File: src/rtl/slhw_pkg.sv
`timescale 1ns / 1ps
// Shared types and constants for the sensor link health watchdog.
// No dependencies; used by slhw_cmp_unit and sensor_link_health_watchdog.

package slhw_pkg;

    // Default channel count and mask width
    localparam int NUM_CHANNELS_DEF = 16;
    localparam int MASK_BITS        = 16;

    // Configuration register indexes
    localparam logic [1:0] REG_TIMEOUT_US   = 2'd0;
    localparam logic [1:0] REG_STREAM_COUNT = 2'd1;
    localparam logic [1:0] REG_CHECK_MASK   = 2'd2;
    localparam logic [1:0] REG_PRESENT_MASK = 2'd3;

    // Register reset values
    localparam logic [31:0] TIMEOUT_US_RST   = 32'd200000;
    localparam logic [15:0] STREAM_COUNT_RST = 16'd10;
    localparam logic [15:0] CHECK_MASK_RST   = 16'hFFFF;
    localparam logic [15:0] PRESENT_MASK_RST = 16'h0000;

    // Channel health codes
    typedef logic [1:0] t_health;
    localparam t_health HEALTH_UNKNOWN = 2'd0;
    localparam t_health HEALTH_TIMEOUT = 2'd1;
    localparam t_health HEALTH_OK      = 2'd2;

    // One channel entry of the arrival store
    typedef struct packed {
        logic [31:0] last;
        logic [15:0] cnt;
    } t_entry;

    // Operands of the shared subtract-and-compare unit
    typedef struct packed {
        logic [31:0] minuend;
        logic [31:0] subtrahend;
        logic [31:0] limit;
    } t_cmp_req;

endpackage

File: src/rtl/sensor_link_health_watchdog.sv
`timescale 1ns / 1ps
// Top level of the sensor link health watchdog: sequencer, channel store and health flags.
// Depends on slhw_pkg and slhw_cmp_unit.
//
// Use: one input channel (i_in_valid / o_in_stall) carries commands: an arrival on
// i_channel or a tick (i_cmd high) that checks every enabled channel at i_time_now.
// Every command gives one result beat on the output channel (o_out_valid /
// i_out_stall): o_connected, o_timed_out_mask and o_health_ok.
// Registers are written through i_cfg_valid / o_cfg_ready with i_cfg_index and
// i_cfg_data; the port is always ready. The user must write them only while the block
// is idle; the block itself does not enforce it.
// Timing: the block takes one command at a time and stalls its input meanwhile.
// An arrival passes through the read, update and output states, then returns to idle.
// A tick walks min(NUM_CHANNELS, 16) entries through the single subtract-and-compare
// unit, one per cycle, checks the last entry, then loads its result in the output state.
// The single unit and the registered read of the store set this walk.
// A new command is taken while the last result still waits; if the receiver
// stalls, the sequencer holds its finished result until the output register frees.
// Reset: registers return to their defaults, every channel goes to unknown and
// its count and last arrival time read as zero; no clearing pass is needed.

module sensor_link_health_watchdog #(
    parameter int NUM_CHANNELS = slhw_pkg::NUM_CHANNELS_DEF
) (
    input  logic        i_clk,
    input  logic        i_rst_n,
    // command channel
    input  logic        i_in_valid,
    output logic        o_in_stall,
    input  logic        i_cmd,
    input  logic [3:0]  i_channel,
    input  logic [31:0] i_time_now,
    // result channel
    output logic        o_out_valid,
    input  logic        i_out_stall,
    output logic        o_connected,
    output logic [15:0] o_timed_out_mask,
    output logic        o_health_ok,
    // configuration write channel
    input  logic        i_cfg_valid,
    output logic        o_cfg_ready,
    input  logic [1:0]  i_cfg_index,
    input  logic [31:0] i_cfg_data
);

    localparam int IDX_W  = (NUM_CHANNELS > 1) ? $clog2(NUM_CHANNELS) : 1;
    localparam int WALK_N = (NUM_CHANNELS < slhw_pkg::MASK_BITS) ? NUM_CHANNELS
                                                                 : slhw_pkg::MASK_BITS;
    localparam logic [IDX_W-1:0] WALK_LAST = IDX_W'(WALK_N - 1);

    // Sequencer states
    localparam logic [2:0] S_IDLE  = 3'd0;
    localparam logic [2:0] S_ARD   = 3'd1;
    localparam logic [2:0] S_AEV   = 3'd2;
    localparam logic [2:0] S_TWALK = 3'd3;
    localparam logic [2:0] S_TLAST = 3'd4;
    localparam logic [2:0] S_OUT   = 3'd5;

    // Configuration registers
    logic [31:0] r_timeout_us;
    logic [15:0] r_stream_count;
    logic [15:0] r_check_mask;
    logic [15:0] r_present_mask;

    // Sequencer and item registers
    logic [2:0]       r_state, n_state;
    logic [IDX_W-1:0] r_idx, n_idx;
    logic [31:0]      r_now, n_now;
    logic [IDX_W-1:0] r_walk, n_walk;
    logic             r_ev_vld, n_ev_vld;
    logic [IDX_W-1:0] r_ev_idx, n_ev_idx;
    logic [15:0]      r_drop, n_drop;
    logic             r_conn, n_conn;

    // Channel store and health flags
    slhw_pkg::t_entry  r_mem [NUM_CHANNELS];
    logic [NUM_CHANNELS-1:0] r_mem_vld;
    slhw_pkg::t_entry  r_rd_data;
    logic              r_rd_vld;
    slhw_pkg::t_health r_health [NUM_CHANNELS];

    // Output register
    logic        r_out_valid;
    logic        r_out_conn;
    logic [15:0] r_out_mask;
    logic        r_out_hok;

    // Store and health port controls
    logic              mem_re;
    logic [IDX_W-1:0]  mem_ra;
    logic              mem_we;
    logic [IDX_W-1:0]  mem_wa;
    slhw_pkg::t_entry  mem_wd;
    logic              hw_en;
    logic [IDX_W-1:0]  hw_idx;
    slhw_pkg::t_health hw_val;
    logic              out_load;

    // Datapath signals
    slhw_pkg::t_entry   rd_entry;
    logic [15:0]        cnt_inc;
    slhw_pkg::t_cmp_req cmp_req;
    logic               cmp_gt;
    logic [NUM_CHANNELS-1:0] chk_vec;
    logic [NUM_CHANNELS-1:0] prs_vec;
    logic [NUM_CHANNELS-1:0] bad_vec;
    logic                    health_all;
    logic                    in_accept;

    assign o_cfg_ready = 1'b1;
    assign o_in_stall  = (r_state != S_IDLE);
    assign in_accept   = i_in_valid && !o_in_stall;

    // Write configuration registers; unknown indexes fall through
    always_ff @(posedge i_clk) begin
        if (!i_rst_n) begin
            r_timeout_us   <= slhw_pkg::TIMEOUT_US_RST;
            r_stream_count <= slhw_pkg::STREAM_COUNT_RST;
            r_check_mask   <= slhw_pkg::CHECK_MASK_RST;
            r_present_mask <= slhw_pkg::PRESENT_MASK_RST;
        end else if (i_cfg_valid && o_cfg_ready) begin
            case (i_cfg_index)
                slhw_pkg::REG_TIMEOUT_US:   r_timeout_us   <= i_cfg_data;
                slhw_pkg::REG_STREAM_COUNT: r_stream_count <= i_cfg_data[15:0];
                slhw_pkg::REG_CHECK_MASK:   r_check_mask   <= i_cfg_data[15:0];
                slhw_pkg::REG_PRESENT_MASK: r_present_mask <= i_cfg_data[15:0];
                default: ;
            endcase
        end
    end

    // Spread the masks over the channels; channels past the mask width get none
    for (genvar g = 0; g < NUM_CHANNELS; g++) begin : g_mask
        if (g < slhw_pkg::MASK_BITS) begin : g_in
            assign chk_vec[g] = r_check_mask[g];
            assign prs_vec[g] = r_present_mask[g];
        end else begin : g_out
            assign chk_vec[g] = 1'b0;
            assign prs_vec[g] = 1'b0;
        end
        assign bad_vec[g] = prs_vec[g] && (r_health[g] != slhw_pkg::HEALTH_OK);
    end

    assign health_all = ~|bad_vec;

    // Entries never written read as zero
    assign rd_entry = r_rd_vld ? r_rd_data : '0;
    assign cnt_inc  = (rd_entry.cnt == 16'hFFFF) ? rd_entry.cnt : rd_entry.cnt + 16'd1;

    // Feed the shared unit: count test on arrivals, age test on ticks
    always_comb begin
        if (r_state == S_AEV) begin
            cmp_req.minuend    = 32'(cnt_inc);
            cmp_req.subtrahend = 32'd0;
            cmp_req.limit      = 32'(r_stream_count);
        end else begin
            cmp_req.minuend    = r_now;
            cmp_req.subtrahend = rd_entry.last;
            cmp_req.limit      = r_timeout_us;
        end
    end

    slhw_cmp_unit u_cmp (
        .i_req (cmp_req),
        .o_gt  (cmp_gt)
    );

    // Sequence arrivals and the tick walk
    always_comb begin
        n_state  = r_state;
        n_idx    = r_idx;
        n_now    = r_now;
        n_walk   = r_walk;
        n_ev_vld = r_ev_vld;
        n_ev_idx = r_ev_idx;
        n_drop   = r_drop;
        n_conn   = r_conn;
        mem_re   = 1'b0;
        mem_ra   = r_idx;
        mem_we   = 1'b0;
        mem_wa   = r_idx;
        mem_wd   = '0;
        hw_en    = 1'b0;
        hw_idx   = r_idx;
        hw_val   = slhw_pkg::HEALTH_UNKNOWN;
        out_load = 1'b0;

        case (r_state)
            S_IDLE: begin
                if (in_accept) begin
                    n_idx    = IDX_W'(i_channel);
                    n_now    = i_time_now;
                    n_walk   = '0;
                    n_ev_vld = 1'b0;
                    n_drop   = '0;
                    n_conn   = 1'b0;
                    if (i_cmd) begin
                        n_state = S_TWALK;
                    end else if (32'(i_channel) < 32'(NUM_CHANNELS)) begin
                        n_state = S_ARD;
                    end else begin
                        n_state = S_OUT;
                    end
                end
            end
            S_ARD: begin
                mem_re  = 1'b1;
                mem_ra  = r_idx;
                n_state = S_AEV;
            end
            S_AEV: begin
                // stamp time, bump count, advance health
                mem_we      = 1'b1;
                mem_wa      = r_idx;
                mem_wd.last = r_now;
                mem_wd.cnt  = cnt_inc;
                hw_idx      = r_idx;
                if (r_health[r_idx] == slhw_pkg::HEALTH_TIMEOUT && cmp_gt) begin
                    hw_en  = 1'b1;
                    hw_val = slhw_pkg::HEALTH_OK;
                    n_conn = 1'b1;
                end else if (r_health[r_idx] == slhw_pkg::HEALTH_UNKNOWN) begin
                    hw_en  = 1'b1;
                    hw_val = slhw_pkg::HEALTH_TIMEOUT;
                end
                n_state = S_OUT;
            end
            S_TWALK, S_TLAST: begin
                // issue the next read while the previous entry is checked
                if (r_state == S_TWALK) begin
                    mem_re   = 1'b1;
                    mem_ra   = r_walk;
                    n_ev_idx = r_walk;
                    n_ev_vld = 1'b1;
                    if (r_walk == WALK_LAST) begin
                        n_state = S_TLAST;
                    end else begin
                        n_walk = r_walk + IDX_W'(1);
                    end
                end else begin
                    n_state = S_OUT;
                end
                if (r_ev_vld && chk_vec[r_ev_idx] &&
                    r_health[r_ev_idx] == slhw_pkg::HEALTH_OK && cmp_gt) begin
                    mem_we      = 1'b1;
                    mem_wa      = r_ev_idx;
                    mem_wd.last = rd_entry.last;
                    mem_wd.cnt  = 16'd0;
                    hw_en       = 1'b1;
                    hw_idx      = r_ev_idx;
                    hw_val      = slhw_pkg::HEALTH_TIMEOUT;
                    n_drop      = r_drop | (16'd1 << r_ev_idx);
                end
            end
            S_OUT: begin
                // hand over once the output register is free
                if (!r_out_valid || !i_out_stall) begin
                    out_load = 1'b1;
                    n_state  = S_IDLE;
                end
            end
            default: begin
                n_state = S_IDLE;
            end
        endcase
    end

    // Sequencer registers
    always_ff @(posedge i_clk) begin
        if (!i_rst_n) begin
            r_state  <= S_IDLE;
            r_ev_vld <= 1'b0;
        end else begin
            r_state  <= n_state;
            r_ev_vld <= n_ev_vld;
        end
        r_idx    <= n_idx;
        r_now    <= n_now;
        r_walk   <= n_walk;
        r_ev_idx <= n_ev_idx;
        r_drop   <= n_drop;
        r_conn   <= n_conn;
    end

    // Channel store: one write, one registered read per cycle
    always_ff @(posedge i_clk) begin
        if (mem_we) begin
            r_mem[mem_wa] <= mem_wd;
        end
        if (mem_re) begin
            r_rd_data <= r_mem[mem_ra];
        end
    end

    // Entry valid flags and registered read flag
    always_ff @(posedge i_clk) begin
        if (!i_rst_n) begin
            r_mem_vld <= '0;
            r_rd_vld  <= 1'b0;
        end else begin
            if (mem_we) begin
                r_mem_vld[mem_wa] <= 1'b1;
            end
            if (mem_re) begin
                r_rd_vld <= r_mem_vld[mem_ra];
            end
        end
    end

    // Health flags
    always_ff @(posedge i_clk) begin
        if (!i_rst_n) begin
            for (int k = 0; k < NUM_CHANNELS; k++) begin
                r_health[k] <= slhw_pkg::HEALTH_UNKNOWN;
            end
        end else if (hw_en) begin
            r_health[hw_idx] <= hw_val;
        end
    end

    // Output register: load a finished result, drop it once taken
    always_ff @(posedge i_clk) begin
        if (!i_rst_n) begin
            r_out_valid <= 1'b0;
        end else if (out_load) begin
            r_out_valid <= 1'b1;
        end else if (!i_out_stall) begin
            r_out_valid <= 1'b0;
        end
        if (out_load) begin
            r_out_conn <= r_conn;
            r_out_mask <= r_drop;
            r_out_hok  <= health_all;
        end
    end

    assign o_out_valid      = r_out_valid;
    assign o_connected      = r_out_conn;
    assign o_timed_out_mask = r_out_mask;
    assign o_health_ok      = r_out_hok;

`ifndef ASSERT_OFF
    // An accepted command stalls the input on the next cycle
    a_busy_after_accept: assert property (@(posedge i_clk) disable iff (!i_rst_n)
        in_accept |=> o_in_stall)
        else $error("input not stalled after an accepted command");

    // An arrival result never reports drops, a tick never connects
    a_result_kind: assert property (@(posedge i_clk) disable iff (!i_rst_n)
        o_out_valid |-> !(o_connected && (o_timed_out_mask != 16'd0)))
        else $error("result reports both a connect and a drop");

    // A new result appears only out of the output state
    a_load_from_out: assert property (@(posedge i_clk) disable iff (!i_rst_n)
        $rose(o_out_valid) |-> ($past(r_state) == S_OUT))
        else $error("result loaded outside the output state");

    // Store writes happen only in update or walk states
    a_write_state: assert property (@(posedge i_clk) disable iff (!i_rst_n)
        mem_we |-> (r_state == S_AEV || r_state == S_TWALK || r_state == S_TLAST))
        else $error("store written outside an update state");

    // Health code three never appears on channel zero
    a_health_code: assert property (@(posedge i_clk) disable iff (!i_rst_n)
        r_health[0] != 2'd3)
        else $error("invalid health code");
`endif

endmodule

File: src/rtl/slhw_cmp_unit.sv
`timescale 1ns / 1ps
// Shared subtract-and-compare unit: flags (minuend - subtrahend) mod 2^32 > limit.
// Depends on slhw_pkg for the request struct.

module slhw_cmp_unit (
    input  slhw_pkg::t_cmp_req i_req,
    output logic               o_gt
);

    logic [31:0] diff;

    // Wrap-around difference, then compare against the limit
    assign diff = i_req.minuend - i_req.subtrahend;
    assign o_gt = (diff > i_req.limit);

endmodule

File: config.mk
export PLATFORM = sky130hd
export DESIGN_NAME = sensor_link_health_watchdog
export DESIGN_NICKNAME = d
export VERILOG_FILES = /design/src/rtl/slhw_pkg.sv /design/src/rtl/sensor_link_health_watchdog.sv /design/src/rtl/slhw_cmp_unit.sv
export SDC_FILE = /design/constraint.sdc
export NUM_CORES = 1
export LEC_CHECK = 0
export BUFFER_PORTS_ARGS = -buffer_cell sky130_fd_sc_hd__buf_2
export CAP_MARGIN = 10
export CORE_ASPECT_RATIO = 0.75
export CORE_MARGIN = 2
export CORE_UTILIZATION = 60
export CTS_BUF_LIST = sky130_fd_sc_hd__clkbuf_8 sky130_fd_sc_hd__clkbuf_16
export CTS_CLUSTER_SIZE = 30
export DETAILED_ROUTE_END_ITERATION = 10
export GPL_ROUTABILITY_DRIVEN = 0
export GPL_TIMING_DRIVEN = 0
export PLACE_DENSITY = 0.79
export REMOVE_ABC_BUFFERS = 1
export SLEW_MARGIN = 20
export SYNTH_ARGS = -nofsm -noshare
export SYNTH_HDL_FRONTEND = slang
export SYNTH_SLANG_ARGS = --single-unit
File: constraint.sdc
create_clock -name i_clk -period 12.7 [get_ports i_clk]
set_input_delay 0.635 -clock i_clk [delete_from_list [all_inputs] [get_ports i_clk]]
set_output_delay 0.635 -clock i_clk [all_outputs]
set_load 0.005 [all_outputs]
==> flow_summary.json <==
{
  "critPathKind": "reg -> reg",
  "drv_slew": 0,
  "drc": 0,
  "post-route-util_pct": 70.3,
  "overflow": 0,
  "cp_max_fo": 19,
  "clkTransAtPathRegs_ns": 0.06,
  "core_mm2": 0.0734,
  "maxCapViolations": 0,
  "clockBufferDepth": 3,
  "synth_simple_gate_area_share_pct": 11.7,
  "drtIter0Drc": 4125,
  "hold_start": "i_time_now[29]",
  "cts_hold_buf": 0,
  "synth_ff_type": "edfxtp_1",
  "rows": 86,
  "first_global_vias": 29900,
  "arrival_ns": 10.82,
  "root_buffer": "clkbuf_16",
  "crit_required_ns": 13.06,
  "timing.final.ws_setup_ns": 2.24,
  "setup_violations": 0,
  "diodes": 0,
  "rsz0062_at_grt": "no",
  "die_h_um": 240,
  "start_util_pct": 60.6,
  "dr.pass1.iters": 7,
  "synth_area_mm2": 0.0445,
  "slowest_stage": "nor4_1",
  "grt_max_degree": 134,
  "cp-start-kind": "flop",
  "die_area_mm2": 0.0764,
  "avgSynthCellArea_um2": 12.7,
  "fin_crit_sh_pct": 82.4,
  "synth_top_family_by_area": "compound AO/OA/AOI/OAI gates",
  "r2r_end": "r_mem[4][2]",
  "syn_inst": 3492,
  "post_cts_buffers": 0,
  "mostFrequentLayoutCell": "edfxtp_1",
  "final_layout_size_suffix_gt1_share_pct": 12.1,
  "finalSetupTns_ns": 0,
  "clock.fmax_ghz": 0.0956,
  "yosys_register_bits": 1037,
  "power.density_mw_per_mm2": 164,
  "wl_per_cell_um": 25.8,
  "max_slew.worst_pin.slew_ns": 1.19,
  "viasPerCell": 6.70,
  "ir_drop_v": 0.000136,
  "synth-xor-area-share_pct": 0.847,
  "hp-class": "in -> reg",
  "synth_compound_area_share_pct": 14.1,
  "final-hold-violation-count": 0,
  "worst_r2r_startpoint": "r_rd_vld",
  "num-nets-final": 3704,
  "min_period_ns": 10.46,
  "grt_pass1_wl_um": 177000,
  "synth.mux.area_fraction_pct": 1.43,
  "antenna_found_initial": 0,
  "synth_cell_types": 72,
  "whs_path_depth": 1,
  "ios": 97,
  "rr_worst_depth": 32,
  "final_cell_mix": "927 x edfxtp_1, 648 x nand2_1, 248 x a211oi_1",
  "clkLatencyLatePin_ns": 0.69,
  "pre_cts_slack_ns": 2.70,
  "clock-sinks": 1037,
  "p_leak_nw": 17.3,
  "end_kind": "flop",
  "routed_wl_um": 119000,
  "async_reset_ff_share_pct": 0,
  "run_status": "finished clean",
  "portBuffers": 95,
  "yosysSeqAreaShare_pct": 67.5,
  "fin_hold_ws_ns": 0.137,
  "yosys_warnings": 0,
  "ant_nets": 0,
  "vias": 30900,
  "numCtsBuffers": 96,
  "grt.total_usage_pct": 30.8,
  "dp_hpwl_um": 73600,
  "hold_path_end": "r_now[29]",
  "slew-limit-headroom_pct": 20.6,
  "slowest_delay_ns": 0.76,
  "synth_edf_count": 927,
  "synth_adder_area_share_pct": 1.87,
  "syn_to_final_growth_pct": 16.0,
  "finalPower_mw": 8.47,
  "cts_tree": "yes",
  "r2r_setup_slack_ns": 2.24,
  "htreeDepth": 3,
  "die_w_um": 318,
  "fin_worst_skew_ns": 0.0414,
  "cts_resized": 0
}
==> critical path, delay by kind of cell (launching register included) <==
kind            cells  cell delay (ns)
xor+xnor            2             0.38
buf+inv             4             0.84
fa+ha+maj           4             1.25
flops               1             0.57
simple gates       11             3.77
compound gates     11             3.30
==> worst max path at each step <==
stage	startpoint	endpoint	cells past startpoint
after floorplan	r_state[2]	r_rd_vld	8
after global routing	r_rd_vld	r_mem[4][0]	31
after detailed placement	r_rd_vld	r_mem[4][21]	32
final	r_rd_vld	r_mem[4][2]	32
after global placement	r_state[2]	r_rd_data[5]	6
after CTS	r_rd_vld	r_mem[4][35]	32
==> routing by layer <==
| layer | global-route usage, % | part of all wire (%) | vias to the layer above | wire [um] |
|---|---|---|---|---|
| li1 | - | - | 13300 | - |
| met1 | 40.5 | 37 | 15000 | 44200 |
| met2 | 48.9 | 46 | 2081 | 54900 |
| met3 | 6.86 | 11 | 516 | 13300 |
| met4 | 15.4 | 5.3 | 0 | 6300 |
| met5 | 0 | 0 | - | 0 |
==> cells by family (layout without fill, tap and decap cells) <==
| logic type | count (synthesis) | after routing |
|---|---|---|
| and+or+nand+nor | 1142 | 1142 |
| DFF | 1037 | 1037 |
| AOI/OAI and AO/OA | 883 | 883 |
| buffers and inverters | 277 | 425 |
| adders and majority gates | 66 | 66 |
| xor gates and xnor gates | 43 | 43 |
| muxes | 43 | 43 |
| other | 1 | 1 |
==> per-stage QoR <==
| stage | instance area, um^2 | instances |
|---|---|---|
| floorplan | 43500 | 3247 |
| global placement | 45200 | 4310 |
| detailed placement | 48400 | 4432 |
| CTS | 51600 | 4608 |
| global route | 51600 | 4608 |
| finish | 51600 | 4608 |
==> state kept, by name (all words and copies together), names as in the netlist, 32 cells and up, named ones only <==
register / flops
r_mem: 768
r_rd_data: 48
r_health: 32
r_now: 32
r_timeout_us: 32
==> power by group <==
group | leakage [nW] | switching (mW) | internal, mW
Clock | 1.65 | 1.26 | 1.69
Combinational | 6.55 | 0.955 | 0.602
Sequential | 9.06 | 0.0948 | 3.87
Total | 17.3 | 2.31 | 6.17
==> cells in the mapped netlist (19+ instances only) <==
master / n / area share [%]
edfxtp_1: 927 / 63
a311oi_1: 101 / 2.0
inv_1: 30 / 0.25
a21o_1: 37 / 0.62
xnor2_1: 26 / 0.51
mux2i_1: 19 / 0.43
clkbuf_1: 191 / 1.6
nand3_1: 69 / 0.78
a21boi_0: 59 / 1.0
o21a_1: 26 / 0.44
a32o_1: 32 / 0.72
buf_1: 27 / 0.23
nor2_1: 101 / 0.85
nand4_1: 19 / 0.27
nand2_1: 650 / 5.5
dfxtp_1: 110 / 4.9
a31oi_1: 115 / 1.6
ha_1: 65 / 1.8
o21ai_0: 37 / 0.42
a211oi_1: 249 / 4.2
a21oi_1: 157 / 1.8
and2_1: 209 / 2.9
==> area by class of cell <==
cell class	count	area, um^2
clock buffer	101	2500
clock inverter	75	696
fill	4519	21800
inverter	32	123
multi-input combinational	2178	13600
sequential	1037	30000
tap	968	1210
timing repair buffer	217	3410
No activity file was read; power rests on OpenSTA's default activity.
